## src/rtl/spc_pkg.sv

```systemverilog
// Shared widths, codes and control types of the spectral partitioned convolver.
package spc_pkg;

  localparam int DATA_W         = 24;
  localparam int COEF_IDX_W     = 10;
  localparam int FS_W           = 7;
  localparam int PC_CFG_W       = 5;
  localparam int CFG_IDX_W      = 2;
  localparam int CFG_DATA_W     = 7;
  localparam int FRAC_SHIFT     = 21;
  localparam int FS_MIN         = 4;
  localparam int DEF_MAX_FRAMES = 64;
  localparam int DEF_MAX_PARTS  = 16;
  localparam int IN_TDATA_W     = 112;
  localparam int OUT_TDATA_W    = 48;

  localparam logic [FS_W-1:0]     FS_RESET = 7'd64;
  localparam logic [PC_CFG_W-1:0] PC_RESET = 5'd0;

  localparam logic [CFG_IDX_W-1:0] CFG_FRAME_SIZE = 2'd0;
  localparam logic [CFG_IDX_W-1:0] CFG_PART_COUNT = 2'd1;

  localparam logic CMD_PROCESS = 1'b0;
  localparam logic CMD_LOAD    = 1'b1;

  // Control of the shared multiply-accumulate unit.
  typedef struct packed {
    logic clr;  // zero both accumulators
    logic en;   // multiply the operands this cycle
    logic im;   // product goes to the imaginary accumulator
    logic neg;  // product is subtracted
  } mac_ctrl_t;

endpackage

```

## src/rtl/spc_mac.sv

```systemverilog
// Shared complex multiply-accumulate unit: one real product per cycle, registered.
module spc_mac #(
  parameter int ACC_W = 54
) (
  input  logic                             clk_i,
  input  logic                             rst_ni,
  input  spc_pkg::mac_ctrl_t               ctrl_i,
  input  logic signed [spc_pkg::DATA_W-1:0] a_i,
  input  logic signed [spc_pkg::DATA_W-1:0] b_i,
  output logic signed [ACC_W-1:0]          acc_r_o,
  output logic signed [ACC_W-1:0]          acc_i_o
);

  import spc_pkg::*;

  localparam int PROD_W = 2 * DATA_W;

  logic signed [PROD_W-1:0] prod_q, prod_d;
  logic                     pv_q, pv_d;
  logic                     pim_q, pim_d;
  logic                     pneg_q, pneg_d;
  logic signed [ACC_W-1:0]  acc_r_q, acc_r_d;
  logic signed [ACC_W-1:0]  acc_i_q, acc_i_d;
  logic signed [ACC_W-1:0]  term;

  always_comb begin
    prod_d  = prod_q;
    pim_d   = pim_q;
    pneg_d  = pneg_q;
    pv_d    = ctrl_i.en;
    acc_r_d = acc_r_q;
    acc_i_d = acc_i_q;
    term    = pneg_q ? -ACC_W'(prod_q) : ACC_W'(prod_q);
    if (ctrl_i.en) begin
      prod_d = PROD_W'(a_i) * PROD_W'(b_i);
      pim_d  = ctrl_i.im;
      pneg_d = ctrl_i.neg;
    end
    if (ctrl_i.clr) begin
      acc_r_d = '0;
      acc_i_d = '0;
      pv_d    = 1'b0;
    end else if (pv_q) begin
      // fold the product of the previous cycle
      if (pim_q) begin
        acc_i_d = acc_i_q + term;
      end else begin
        acc_r_d = acc_r_q + term;
      end
    end
  end

  always_ff @(posedge clk_i or negedge rst_ni) begin
    if (!rst_ni) begin
      pv_q    <= 1'b0;
      pim_q   <= 1'b0;
      pneg_q  <= 1'b0;
      prod_q  <= '0;
      acc_r_q <= '0;
      acc_i_q <= '0;
    end else begin
      pv_q    <= pv_d;
      pim_q   <= pim_d;
      pneg_q  <= pneg_d;
      prod_q  <= prod_d;
      acc_r_q <= acc_r_d;
      acc_i_q <= acc_i_d;
    end
  end

  assign acc_r_o = acc_r_q;
  assign acc_i_o = acc_i_q;

endmodule

```

## config.mk

```make
export PLATFORM = sky130hd
export DESIGN_NAME = spc_mac
export DESIGN_NICKNAME = d
export VERILOG_FILES = /design/src/rtl/spc_pkg.sv /design/src/rtl/spc_mac.sv
export SDC_FILE = /design/constraint.sdc
export NUM_CORES = 2
export LEC_CHECK = 0
export BUFFER_PORTS_ARGS = -buffer_cell sky130_fd_sc_hd__buf_2
export CORE_MARGIN = 8
export CORE_UTILIZATION = 45
export CTS_BUF_LIST = sky130_fd_sc_hd__clkbuf_8
export DETAILED_ROUTE_END_ITERATION = 10
export GPL_ROUTABILITY_DRIVEN = 0
export GPL_TIMING_DRIVEN = 0
export PLACE_DENSITY_LB_ADDON = 0.08
export SLEW_MARGIN = 20
export SYNTH_ARGS = -nofsm -noshare
export SYNTH_HDL_FRONTEND = slang
export SYNTH_SLANG_ARGS = --single-unit
```

## constraint.sdc

```tcl
create_clock -name clk_i -period 9.6 [get_ports clk_i]
set_clock_uncertainty 0.1 [all_clocks]
set_input_delay 0.48 -clock clk_i [delete_from_list [all_inputs] [get_ports clk_i]]
set_output_delay 0.48 -clock clk_i [all_outputs]
set_load 0.01 [all_outputs]
```

### Word level (Yosys, flattened, before mapping)

Cells that the tools add are included.

* add/sub/neg operators: 3
* multiplexer cells: 8
* reduce and logical (&&, ||, !) cells: 4
* equality and inequality tests: 1
* multiply operators: 1

Operators by type and width (number)
* 2-to-1 mux 54 bit: 7
* adder 54 bit: 2
* negator 48 -> 54 bit: 1
* multiplier 24 x 24 -> 48 bit: 1
* AND reduction 2 bit: 2
* nonzero test 2 bit: 2
* != test 2 bit, second input constant: 1
* 2-to-1 mux 1 bit: 1

* word-level logic and storage cells: 23
* bits in registers: 159
* input port bits: 54
* output and inout port bits: 108

### Longest topological paths before layout

* word-level depth: 6
* mapped depth: 30
* depth with buffers taken out: 29

### Least setup slack after synthesis

OpenSTA, ideal clock, no wires.

* path kind: input -> register
* start: input port a_i[23] (netlist bit)
* end: register prod_q[46]
* path slack: 2.133 ns
* data required time: 9.375 ns
* path buffers: 1
* stages: 28
* library setup time: 0.125 ns
* arrival time: 7.242 ns
* path through: clkbuf_1 > nand2_1 > inv_1 > fa_1 > fa_1 > inv_1 > fa_1 > fa_1 > inv_1 > fa_1 > fa_1 > inv_1 > fa_1 > inv_1 > ha_1 > a21oi_1 > nand2_1 > a21oi_1 > o31ai_1 > a21o_1 > o211ai_1 > a21boi_0 > o21ai_0 > a21oi_1 > a2111oi_0 > o21bai_1 > xor2_1 > mux2_2

* longest elaborated chain between the ends: 1

RTL lines
* from (decl): line spc_mac.sv:8 `input logic signed [spc_pkg::DATA_W-1:0] a_i,`
* multiplier 24 x 24 -> 48 bit: line spc_mac.sv:35 `prod_d = PROD_W'(a_i) * PROD_W'(b_i);`
* to (signal assigned): line spc_mac.sv:65 `prod_q <= prod_d;`
* to (decl): line spc_mac.sv:18 `logic signed [PROD_W-1:0] prod_q, prod_d;`

Every way passes these cells.
A chain may end at the register's enable or synchronous reset.

### Worst setup path in the final report

* start: input port b_i[0] (netlist bit)
* end: register prod_q[44]

* longest elaborated chain between the ends: 1

RTL lines
* from (decl): line spc_mac.sv:9 `input logic signed [spc_pkg::DATA_W-1:0] b_i,`
* multiplier 24 x 24 -> 48 bit: line spc_mac.sv:35

Every way passes these cells.

==> impl_results.md <==
- Outcome: finished, final reports clean
- Element type at the critical path end: flip-flop
- CTS tree: yes
- Worst path top cell family by delay: adder cells
- CP peak stage delay: 0.74 ns
- Worst Max-Slew Pin Slew: 1.07 ns
- Async set-reset flop share out of synthesis: 100%
- H-tree levels: 4
- Prevailing post-synth register cell: dfrtp_1
- Hold Violations, Final: 0
- Slew Limit Fails: 0
- RR Endpoint: acc_i_o[50]
- Post-DR wirelength/cell: 22.5 um
- Die W: ~290 um
- Filler cells: 7253
- YS warnings: 0
- Num Clock Sinks: 159
- Yosys reg bits: 159
- Grt ovf: 0
- Pin count of the biggest net entering global routing: 84
- Synth top area share: 36.8%
- IO buf count: 159
- Initial core utilization: a little under half
- Mapped cell area: 0.0331 sq mm
- Final Cycle Share: 95.3%
- Placed cell area: 0.0351 sq mm
- Max-cap violation count: 0
- Final Cell Area: 0.0356 sq mm
- Place WS: -0.0114 ns
- Yosys cell types: 72
- Critical path arrival: 9.51 ns
- Compound-Gate Fraction of Synth Area: 10.7%
- Final setup fails: 0
- Fmax: approximately 0.11 GHz
- Area growth from synthesis to layout: 7.66%
- EDFF count, synth: 0
- Via/cell ratio: 5.36
- Slew Limit Headroom: 28.9%
- Max FO, Critical Path: 10
- Antenna violations before repair: 5
- Clock Latency Late Sink: 0.51 ns
- Fraction of the mapped netlist area in adder cells: 46.0%
- CP required: around 10 ns
- Reg clk slew, reported paths: 0.09 ns
- CP most frequent cell: fa_1
- CTS Buf Count: 17
- Drt drc: 0
- Post-route minimum period: 9.15 ns
- Initial drt markers: approximately 1500
- Synth area leaders: fa_1 (37%), dfrtp_1 (12%), ha_1 (9.1%)
- Routed Antenna Nets: 0
- Drt total wl: about 110000 um
- Clock Path Buffers: 2
- Via count: 25888
- Share of cells above drive strength 1: 6.90%
- Hold Crit Class: input port to flip-flop
- Drt pass-1 iters: 7
- Synthesized net count: between 4000 and 5000
- Setup TNS: 0 ns
- CP max stage cell: clkbuf_1
- Synth Instances: 3674
- Die ar.: 0.0825 sq mm
- Total track usage: a little over a quarter
- RSZ-0062 raised after global routing: false
- Total core area: ~0.073 sq mm
- Reg2Reg Setup Slack: 2.91 ns
- Main combinational cell family by area after synthesis: adder cells
- Syn avg cell area: 9.01 sq um
- First-pass GRT wire length: 165000 um
- Crit path launch type: input port
- Post-synth top area cell: fa_1
- Root Driver: clkbuf_8
- Mux contribution to synthesized area: 1.46%
- Hpwl dp: 93000 um
- Worst Path Buf+Inv: 8
- IO Count: 162
- Die height: 287 um
- Worst Setup Slack, final: 0.447 ns
- Nets: 4759
- Worst r2r src: prod_q[8]
- FP Rows: 99
- Seq/Total Area, Yosys: 12.0%
- Post-synthesis xor/xnor area fraction: 4.92%
- Worst Setup SP: b_i[0]
- Post-Synth Simple-Gate Area: 16.0%
- Critical Path Sink: prod_q[44]
- Number of global-route vias before repair: 27183
- Hold path cells: 2
- Worst Reg-to-Reg Cells: 22
- Stages on worst setup path: 28
- Setup CP Type: input port to flip-flop
## cells in the mapped netlist, types with 3 or more instances
library cell    n
inv_1         638
fa_1          609
nand2_1       519
and2_1        271
ha_1          241
a21oi_1       222
dfrtp_1       159
xnor2_1       145
clkbuf_1      144
a21o_1         94
o21ai_0        93
nor2_1         85
xor2_1         41
mux2_2         40
nor2b_1        35
nand3_1        31
nand2b_1       28
o31ai_1        23
o21a_1         20
nand4_1        19
nor3_1         19
o21bai_1       18
a31oi_1        13
a211oi_1       12
or3_1          12
or2_2          11
and3_1         10
a2111oi_0       9
a221oi_1        9
o41ai_1         8
and4_1          7
o211ai_1        7
buf_1           6
nand3b_1        6
or4_1           5
a22o_1          4
a311oi_1        4
or4_2           4
a211o_1         3
a21boi_0        3
o31a_1          3
or3_4           3
## worst reg2reg max path: cells and delay by family, from the launching register on
family / cells / cell delay [ns]
AO/OA/AOI/OAI: 12 / 3.04
AND/OR/NAND/NOR: 7 / 2.26
XOR/XNOR: 2 / 0.42
flip-flops: 1 / 0.42
adder cells (fa/ha/maj): 1 / 0.38
## stage by stage
step / util, % / cells / hold WS (ns)
after floorplan: - / 3674 / 0.0844
after global placement: 48.2 / 4792 / 0.435
after detailed placement: 48.2 / 4794 / 0.399
after CTS: 48.9 / 4826 / 0.122
after global routing: 48.9 / 4827 / 0.127
final: 48.9 / 4828 / 0.159
## how the worst min path moves through the flow
stage	start	end	slack, ns
after global placement	acc_i_o[15]	acc_i_o[15]	0.43
final	ctrl_i[0]	pneg_q	0.16
after floorplan	rst_ni	acc_i_o[0]	0.08
after CTS	ctrl_i[1]	pim_q	0.12
after global routing	ctrl_i[0]	pneg_q	0.13
after detailed placement	rst_ni	acc_r_o[7]	0.40
## state kept, by name, indices dropped and copies added (netlist names)
register / count
prod_q: 48
pv_q: 1
acc_i_o: 54
pneg_q: 1
pim_q: 1
acc_r_o: 54
## routing by layer
metal	GRT usage, %	up-vias	routed length, um	part of all wire (%)
met4	11.0	0	5330	4.9
li1	-	11878	-	-
met5	0	-	0	0
met2	45.3	912	51900	48
met1	33.7	12890	44600	41
met3	3.27	208	6710	6.2
## area by class of cell
type                       count  area (sq um)  area share (%)
multi-input combinational   2725         26100            73.4
sequential                   159          3980            11.2
inverter                     638          2390            6.72
tap                          959          1200            3.37
timing repair buffer         162           851            2.39
buffer                       152           588            1.65
clock buffer                  21           289           0.811
clock inverter                10           183           0.513
antenna                        2          5.00          0.0140
## kinds of logic after synthesis
kind of cell | Yosys count
muxes | 43
xor gates and xnor gates | 186
AOI/OAI and AO/OA | 565
DFF | 159
and+or+nand+nor | 1081
buffers and inverters | 790
adders and majority gates | 850
## cell usage in the layout (no fill, tap or decap), types with 8 or more instances in the layout
cell       count
a2111oi_0      8
a211oi_1      12
a21o_1        94
a21oi_1      222
a221oi_1       9
a31oi_1       13
and2_1       271
and3_1        10
buf_2        158
clkbuf_1     144
clkbuf_8      22
dfrtp_1      159
fa_1         609
ha_1         241
inv_1        639
mux2_2        40
nand2_1      519
nand2b_1      28
nand3_1       31
nand4_1       19
nor2_1        85
nor2b_1       35
nor3_1        19
o21a_1        20
o21ai_0       93
o21bai_1      18
o31ai_1       23
o41ai_1        8
or2_2         11
or3_1         12
xnor2_1      145
xor2_1        41
## repair_timing
action	CTS	global route
hold endpoints to repair	76	0
setup buffers	0	0
hold buffers	1	0
resized for setup	0	0
Power is not shown: default switching activity piles up to over one toggle a cycle in this logic, so the estimate is an artifact.
