==> src/rtl/spc_pkg.sv <==
// Shared widths, codes and control types of the spectral partitioned convolver.
package spc_pkg;

  localparam int DATA_W         = 24;
  localparam int COEF_IDX_W     = 10;
  localparam int FS_W           = 7;
  localparam int PC_CFG_W       = 5;
  localparam int CFG_IDX_W      = 2;
  localparam int CFG_DATA_W     = 7;
  localparam int FRAC_SHIFT     = 21;
  localparam int FS_MIN         = 4;
  localparam int DEF_MAX_FRAMES = 64;
  localparam int DEF_MAX_PARTS  = 16;
  localparam int IN_TDATA_W     = 112;
  localparam int OUT_TDATA_W    = 48;

  localparam logic [FS_W-1:0]     FS_RESET = 7'd64;
  localparam logic [PC_CFG_W-1:0] PC_RESET = 5'd0;

  localparam logic [CFG_IDX_W-1:0] CFG_FRAME_SIZE = 2'd0;
  localparam logic [CFG_IDX_W-1:0] CFG_PART_COUNT = 2'd1;

  localparam logic CMD_PROCESS = 1'b0;
  localparam logic CMD_LOAD    = 1'b1;

  // Control of the shared multiply-accumulate unit.
  typedef struct packed {
    logic clr;  // zero both accumulators
    logic en;   // multiply the operands this cycle
    logic im;   // product goes to the imaginary accumulator
    logic neg;  // product is subtracted
  } mac_ctrl_t;

endpackage

==> src/rtl/spc_div.sv <==
// Bit-serial normalizing divider: acc / (pc * 2^21), truncated toward zero, saturated.
module spc_div #(
  parameter int ACC_W = 54,
  parameter int PCW   = 5
) (
  input  logic                              clk_i,
  input  logic                              rst_ni,
  input  logic                              start_i,
  input  logic [PCW-1:0]                    pc_i,
  input  logic signed [ACC_W-1:0]           acc_r_i,
  input  logic signed [ACC_W-1:0]           acc_i_i,
  output logic                              done_o,
  output logic signed [spc_pkg::DATA_W-1:0] q_r_o,
  output logic signed [spc_pkg::DATA_W-1:0] q_i_o
);

  import spc_pkg::*;

  localparam int MAG_W = ACC_W - FRAC_SHIFT;
  localparam int CNT_W = $clog2(DATA_W);
  localparam logic [DATA_W-1:0] POS_LIM = {1'b0, {(DATA_W-1){1'b1}}};
  localparam logic [DATA_W-1:0] NEG_LIM = {1'b1, {(DATA_W-1){1'b0}}};

  logic signed [ACC_W-1:0] acc_in [2];
  logic [ACC_W-1:0]        absv   [2];
  logic [MAG_W-1:0]        rem_q  [2];
  logic [MAG_W-1:0]        rem_d  [2];
  logic [DATA_W-1:0]       quo_q  [2];
  logic [DATA_W-1:0]       quo_d  [2];
  logic                    neg_q  [2];
  logic                    neg_d  [2];
  logic                    sat_q  [2];
  logic                    sat_d  [2];
  logic [DATA_W-1:0]       res    [2];
  logic [MAG_W-1:0]        dsor_q, dsor_d;
  logic [CNT_W-1:0]        cnt_q, cnt_d;
  logic                    busy_q, busy_d;
  logic                    done_q, done_d;
  logic                    ge;

  assign acc_in[0] = acc_r_i;
  assign acc_in[1] = acc_i_i;

  always_comb begin
    dsor_d = dsor_q;
    cnt_d  = cnt_q;
    busy_d = busy_q;
    done_d = 1'b0;
    ge     = 1'b0;
    for (int l = 0; l < 2; l++) begin
      absv[l]  = acc_in[l][ACC_W-1] ? (~acc_in[l] + 1'b1) : acc_in[l];
      rem_d[l] = rem_q[l];
      quo_d[l] = quo_q[l];
      neg_d[l] = neg_q[l];
      sat_d[l] = sat_q[l];
    end
    if (start_i) begin
      // quotient of 2^24 or more saturates either way
      for (int l = 0; l < 2; l++) begin
        rem_d[l] = absv[l][ACC_W-1:FRAC_SHIFT];
        quo_d[l] = '0;
        neg_d[l] = acc_in[l][ACC_W-1];
        sat_d[l] = absv[l][ACC_W-1:FRAC_SHIFT] >= (MAG_W'(pc_i) << DATA_W);
      end
      dsor_d = MAG_W'(pc_i) << (DATA_W - 1);
      cnt_d  = CNT_W'(DATA_W - 1);
      busy_d = 1'b1;
    end else if (busy_q) begin
      for (int l = 0; l < 2; l++) begin
        ge       = rem_q[l] >= dsor_q;
        rem_d[l] = ge ? (rem_q[l] - dsor_q) : rem_q[l];
        quo_d[l] = {quo_q[l][DATA_W-2:0], ge};
      end
      dsor_d = dsor_q >> 1;
      cnt_d  = cnt_q - 1'b1;
      if (cnt_q == '0) begin
        busy_d = 1'b0;
        done_d = 1'b1;
      end
    end
  end

  always_comb begin
    for (int l = 0; l < 2; l++) begin
      if (neg_q[l]) begin
        res[l] = (sat_q[l] || quo_q[l] > NEG_LIM) ? NEG_LIM : (~quo_q[l] + 1'b1);
      end else begin
        res[l] = (sat_q[l] || quo_q[l] > POS_LIM) ? POS_LIM : quo_q[l];
      end
    end
  end

  always_ff @(posedge clk_i or negedge rst_ni) begin
    if (!rst_ni) begin
      dsor_q <= '0;
      cnt_q  <= '0;
      busy_q <= 1'b0;
      done_q <= 1'b0;
      for (int l = 0; l < 2; l++) begin
        rem_q[l] <= '0;
        quo_q[l] <= '0;
        neg_q[l] <= 1'b0;
        sat_q[l] <= 1'b0;
      end
    end else begin
      dsor_q <= dsor_d;
      cnt_q  <= cnt_d;
      busy_q <= busy_d;
      done_q <= done_d;
      for (int l = 0; l < 2; l++) begin
        rem_q[l] <= rem_d[l];
        quo_q[l] <= quo_d[l];
        neg_q[l] <= neg_d[l];
        sat_q[l] <= sat_d[l];
      end
    end
  end

  assign done_o = done_q;
  assign q_r_o  = res[0];
  assign q_i_o  = res[1];

endmodule

==> config.mk <==
export PLATFORM = sky130hd
export DESIGN_NAME = spc_div
export DESIGN_NICKNAME = d
export VERILOG_FILES = /design/src/rtl/spc_pkg.sv /design/src/rtl/spc_div.sv
export SDC_FILE = /design/constraint.sdc
export NUM_CORES = 1
export LEC_CHECK = 0
export CELL_PAD_IN_SITES_DETAIL_PLACEMENT = 2
export CELL_PAD_IN_SITES_GLOBAL_PLACEMENT = 2
export CORE_ASPECT_RATIO = 1.1
export CORE_UTILIZATION = 35
export CTS_CLUSTER_SIZE = 24
export DETAILED_ROUTE_END_ITERATION = 6
export DONT_BUFFER_PORTS = 1
export GPL_TIMING_DRIVEN = 0
export HOLD_SLACK_MARGIN = 0.05
export PLACE_DENSITY_LB_ADDON = 0.25
export SLEW_MARGIN = 25
export SYNTH_ARGS = -nofsm -noshare
export SYNTH_HDL_FRONTEND = slang
export SYNTH_SLANG_ARGS = --single-unit
==> constraint.sdc <==
create_clock -name clk_i -period 3.2 [get_ports clk_i]
set_input_delay 0.16 -clock clk_i [delete_from_list [all_inputs] [get_ports clk_i]]
set_output_delay 0.16 -clock clk_i [all_outputs]
set_load 0.02 [all_outputs]
# Word-level counts from Yosys, hierarchy flattened
# Cells that the tools add are included.
[totals]
inputBits = 116
register_bits = 158
word_cells = 65
output_inout_bits = 49
[classes]
n_addsub = 7
magnitude_cmp = 8
n_bitwise = 4
reduce_logical = 10
muxes = 24
[op_table]
columns = ["op", "count"]
rows = [
  ["24-bit two-way mux", 6],
  ["33-bit two-way mux", 4],
  ["66-bit two-way mux", 2],
  ["54-bit by 1-bit adder with 54-bit output, second input constant", 2],
  ["54-bit two-way mux", 2],
  ["54-bit inverter", 2],
  ["48-bit two-way mux", 2],
  ["33-bit by 29-bit >= comparator with 1-bit output", 2],
  ["33-bit >= comparator", 2],
  ["33-bit subtractor", 2],
  ["24-bit by 1-bit adder with 24-bit output, second input constant", 2],
  ["24-bit by 23-bit greater-than comparator with 1-bit output, second input constant", 2],
  ["24-bit greater-than comparator, second input constant", 2],
  ["24-bit inverter", 2],
  ["5-bit two-way mux", 2],
  ["1-bit two-way mux", 6],
  ["2-bit nonzero test", 3],
  ["5-bit logical NOT", 1],
  ["5-bit by 1-bit subtractor with 5-bit output, second input constant", 1],
  ["1-bit logical OR", 4],
  ["2-bit AND reduction", 2],
]

# Longest topological paths before layout
[depth]
word_depth = 4
depth_mapped = 15
mapped_depth_nobuf = 15

# Worst setup path before layout
# OpenSTA, ideal clock, no wires.
[synth_timing]
path_kind = "flip-flop to output port"
start = "register quo_q[24] (netlist name)"
end = "output q_r_o[20] (netlist name)"
required_ns = 3.040
arrival_ns = 3.538
n_path_buf = 2
setup_slack_ns = -0.498
path_stages_with_launch = 13
path_cell_list = "dfrtp_1 > inv_1 > ha_1 > or3b_4 > or3_1 > buf_2 > nor3_4 > nand4_1 > or3b_1 > a21o_1 > or2_1 > buf_6 > o311ai_0"
[synth_between]
elab_chain_len = 4
elab_cells_between_ends = 9
classes_between = "add/sub (1); order compare (2); mux (3); bitwise (1); reduce/logical (2)"
[synth_rtl]
columns = ["item", "line", "source"]
rows = [
  ["from (decl)", "spc_div.sv:28", "logic [DATA_W-1:0] quo_q [2];"],
  ["from (signal, indexed assignment)", "spc_div.sv:112", "quo_q[l] <= quo_d[l];"],
  ["24-bit inverter (tied with other cells)", "spc_div.sv:86", "res[l] = (sat_q[l] || quo_q[l] > NEG_LIM) ? NEG_LIM : (~quo_q[l] + 1'b1);"],
  ["24-bit by 1-bit adder with 24-bit output (tied with other cells)", "spc_div.sv:86", ""],
  ["24-bit two-way mux, on equally long branches", "spc_div.sv:86, spc_div.sv:88", ""],
  ["24-bit two-way mux *", "spc_div.sv:85", "if (neg_q[l]) begin"],
  ["to (decl)", "spc_div.sv:13", "output logic signed [spc_pkg::DATA_W-1:0] q_r_o,"],
]
# Mark *: on every way between the ends. The rest lies on a longest branch, timed or not.

# Worst setup path in the final report
[layout_timing]
start = "register quo_q[24] (netlist name)"
end = "output q_r_o[2] (netlist name)"
# Same word-level chain as after synthesis.

==> results.sh <==
export IMPL_worstPathCellList="inv_4, ha_4, or3b_4, or3_4, nor3_4, nand4_1, or3b_4, a21o_1, or2_1, buf_6, buf_12, o311ai_4"
export IMPL_layoutNonFillerInstCount=2303
export IMPL_grt_remaining_overflow=0
export IMPL_rows=74
export IMPL_dr_pass1_iters=5
export IMPL_syn_area_um2=13200
export IMPL_worst_slew_pin_slew_ps=1160
export IMPL_fin_crit_sh=1.25
export IMPL_die_x_um=187
export IMPL_synth_nets=1803
export IMPL_die_height_um=206
export IMPL_numCtsBuffers=17
export IMPL_whs_ps=-600
export IMPL_slew_headroom=0.227
export IMPL_synth_area_leaders="dfrtp_1 (29%), mux2i_1 (8.6%), ha_1 (6.6%), o21ai_0 (5.3%), xnor2_1 (5.0%)"
export IMPL_cts_root_buffer="clkbuf_16"
export IMPL_initial_core_util=0.356
export IMPL_clock_skew_ps=16.8
export IMPL_nNetsFinal=1984
export IMPL_diodes=0
export IMPL_grt_pass1_vias=15500
export IMPL_syn_avg_cell_area_um2=8.18
export IMPL_wl_per_cell_um=29.1
export IMPL_port_buffers=0
export IMPL_grt_max_degree=154
export IMPL_htreeDepth=4
export IMPL_slowest_delay_ps=440
export IMPL_syn_inst=1615
export IMPL_drt_total_wl_mm=67.1
export IMPL_antenna_found_initial=1
export IMPL_leakage_nw=7.41
export IMPL_vias=14400
export IMPL_fill_cells=3915
export IMPL_final_cell_mix="nor2_1 (149), dfrtp_1 (146), nand2_1 (143)"
export IMPL_via_per_inst=6.27
export IMPL_cp_required_ps=3040
export IMPL_ys_seq_area_frac=0.290
export IMPL_power_density_nw_per_um2=718
export IMPL_worstSkewPairLatency_ps=460
export IMPL_ios=165
export IMPL_ys_types=78
export IMPL_worstPathArrival_ps=3850
export IMPL_final_common_cell="nor2_1"
export IMPL_yosysTopAreaCellShare=0.290
export IMPL_crit_path_frequent_cell="or3b_4"
export IMPL_finalSetupViolations=77
export IMPL_violations="hold timing, setup timing"
export IMPL_crit_family="simple AND/OR/NAND/NOR gates"
export IMPL_rsz0062_at_grt="true"
export IMPL_dp_cells=2109
export IMPL_clock_path_buffers=2
export IMPL_cts_sinks=153
export IMPL_ant_nets=0
export IMPL_dieArea_um2=38500
export IMPL_total_power_mw=12.8
export IMPL_synth_edff_count=0
export IMPL_fin_crit_ps=4010
export IMPL_syn2layout_area_growth_pct=34.5
export IMPL_synth_seq_cells=153
export IMPL_max_cap_viol_count=0
export IMPL_fmax_mhz=250
export IMPL_cts_tree="done"
export IMPL_grt_pass1_wl_mm=91.1
export IMPL_dpl_hpwl_mm=39.1
export IMPL_worstSetupStartpointType="flip-flop"
export IMPL_synth_largest_area_cell="dfrtp_1"
export IMPL_drt_iter0_markers=855
export IMPL_holdCritPathClass="primary input to asynchronous set/reset pin"
export IMPL_slowest_stage="dfrtp_2"
export IMPL_path_class="flip-flop to primary output"
export IMPL_layout_drive_gt1_share=0.221
export IMPL_synth_main_ff_cell="dfrtp_1"
export IMPL_yosys_warnings=0
export IMPL_crit_fanout=7
export IMPL_hold_violations=153
export IMPL_status="complete, but fails checks"
export IMPL_core_um2=37100
export IMPL_drc=0
export IMPL_slew_viol_final=0
export IMPL_crit_buf_inv=3
export IMPL_grt_total_usage=0.306
export IMPL_tns_ps=-25690
export IMPL_ys_async_sr_fraction=1.00
export IMPL_setup_ws_ps=-807
export IMPL_clkSlewWorstSetupHoldPaths_ps=60
export IMPL_endpoint_kind="primary output"
export IMPL_vdd_drop_max_uv=456
export IMPL_gp_congestion=0.883
area by class of cell:
cell class,count,area (um^2),share of cell area
plain buffers,69,425,0.0239
clock inverters,11,121,0.00683
flip-flops and latches,153,3840,0.216
repair buffers,171,1530,0.0863
clock buffers,21,470,0.0265
multi-input cells,1310,10500,0.590
well taps,494,618,0.0348
inverters,74,280,0.0158
stage by stage:
step | hold WS, ps | utilization | area (um^2) | worst slack [ps]
after floorplan | -136 | - | 13700 | -206
after global placement | -130 | 0.386 | 14300 | -1190
after detailed placement | -130 | 0.386 | 14300 | -1330
after CTS | -601 | 0.452 | 16800 | -756
after global routing | -608 | 0.479 | 17800 | -873
final | -600 | 0.479 | 17800 | -807
registers in the layout (all words and copies together) (netlist names):
name    cells
rem_q      66
sat_q       2
quo_q      48
neg_q       2
busy_q      1
cnt_q       5
dsor_q     28
done_o      1
where the power goes:
| part | leakage (nW) | total, mW | switching, mW | internal (mW) |
|---|---|---|---|---|
| clock | 0.289 | 2.16 | 0.953 | 1.21 |
| combinational | 5.20 | 7.76 | 4.49 | 3.27 |
| sequential | 1.92 | 2.84 | 0.494 | 2.35 |
routing by layer:
metal / track usage / vias up / part of all wire
li1: - / 6247 / -
met1: 0.338 / 7460 / 0.37
met2: 0.589 / 496 / 0.52
met3: 0.0331 / 237 / 0.040
met4: 0.131 / 0 / 0.061
met5: 0 / - / 0
path summary, 6_finish.rpt:
path,from,endpoint,slack (ps),depth (start not counted)
max in group asynchronous,rst_ni,rem_q[41],3480,0
min in group clk_i,acc_r_i[47],rem_q[59],60,3
worst min-delay path,rst_ni,quo_q[35],-600,0
worst max register to register,dsor_q[13],rem_q[51],-290,13
worst min register to register,rem_q[26],rem_q[26],550,2
worst max-delay path,quo_q[24],q_r_o[2],-810,12
cell families after synthesis:
group           synth area share
compound gates             0.209
xor+xnor                  0.0816
fa+ha+maj                 0.0693
buf+inv                   0.0449
flops                      0.290
mux                       0.0882
simple gates               0.217
cells in the mapped netlist (26+ instances only):
cell type  count
mux2i_1      113
dfrtp_1      153
nor2_1       156
nor3_1        36
nand2_1      150
o21ai_0      139
a21oi_1       79
xor2_1        47
o21a_1        28
inv_1         73
nand3_1       37
o31ai_1       26
clkbuf_1      52
nor4_1        32
xnor2_1       76
ha_1          70
or3_1         28
timing repair:
action	4_1_cts	5_1_grt
cloned	3	0
hold endpoints to repair	210	155
buffers inserted	53	58
hold buffers	58	2
setup endpoints to repair	117	111
gates resized for setup	177	152
pin swaps	46	89
(Power assumes the default switching activity.)
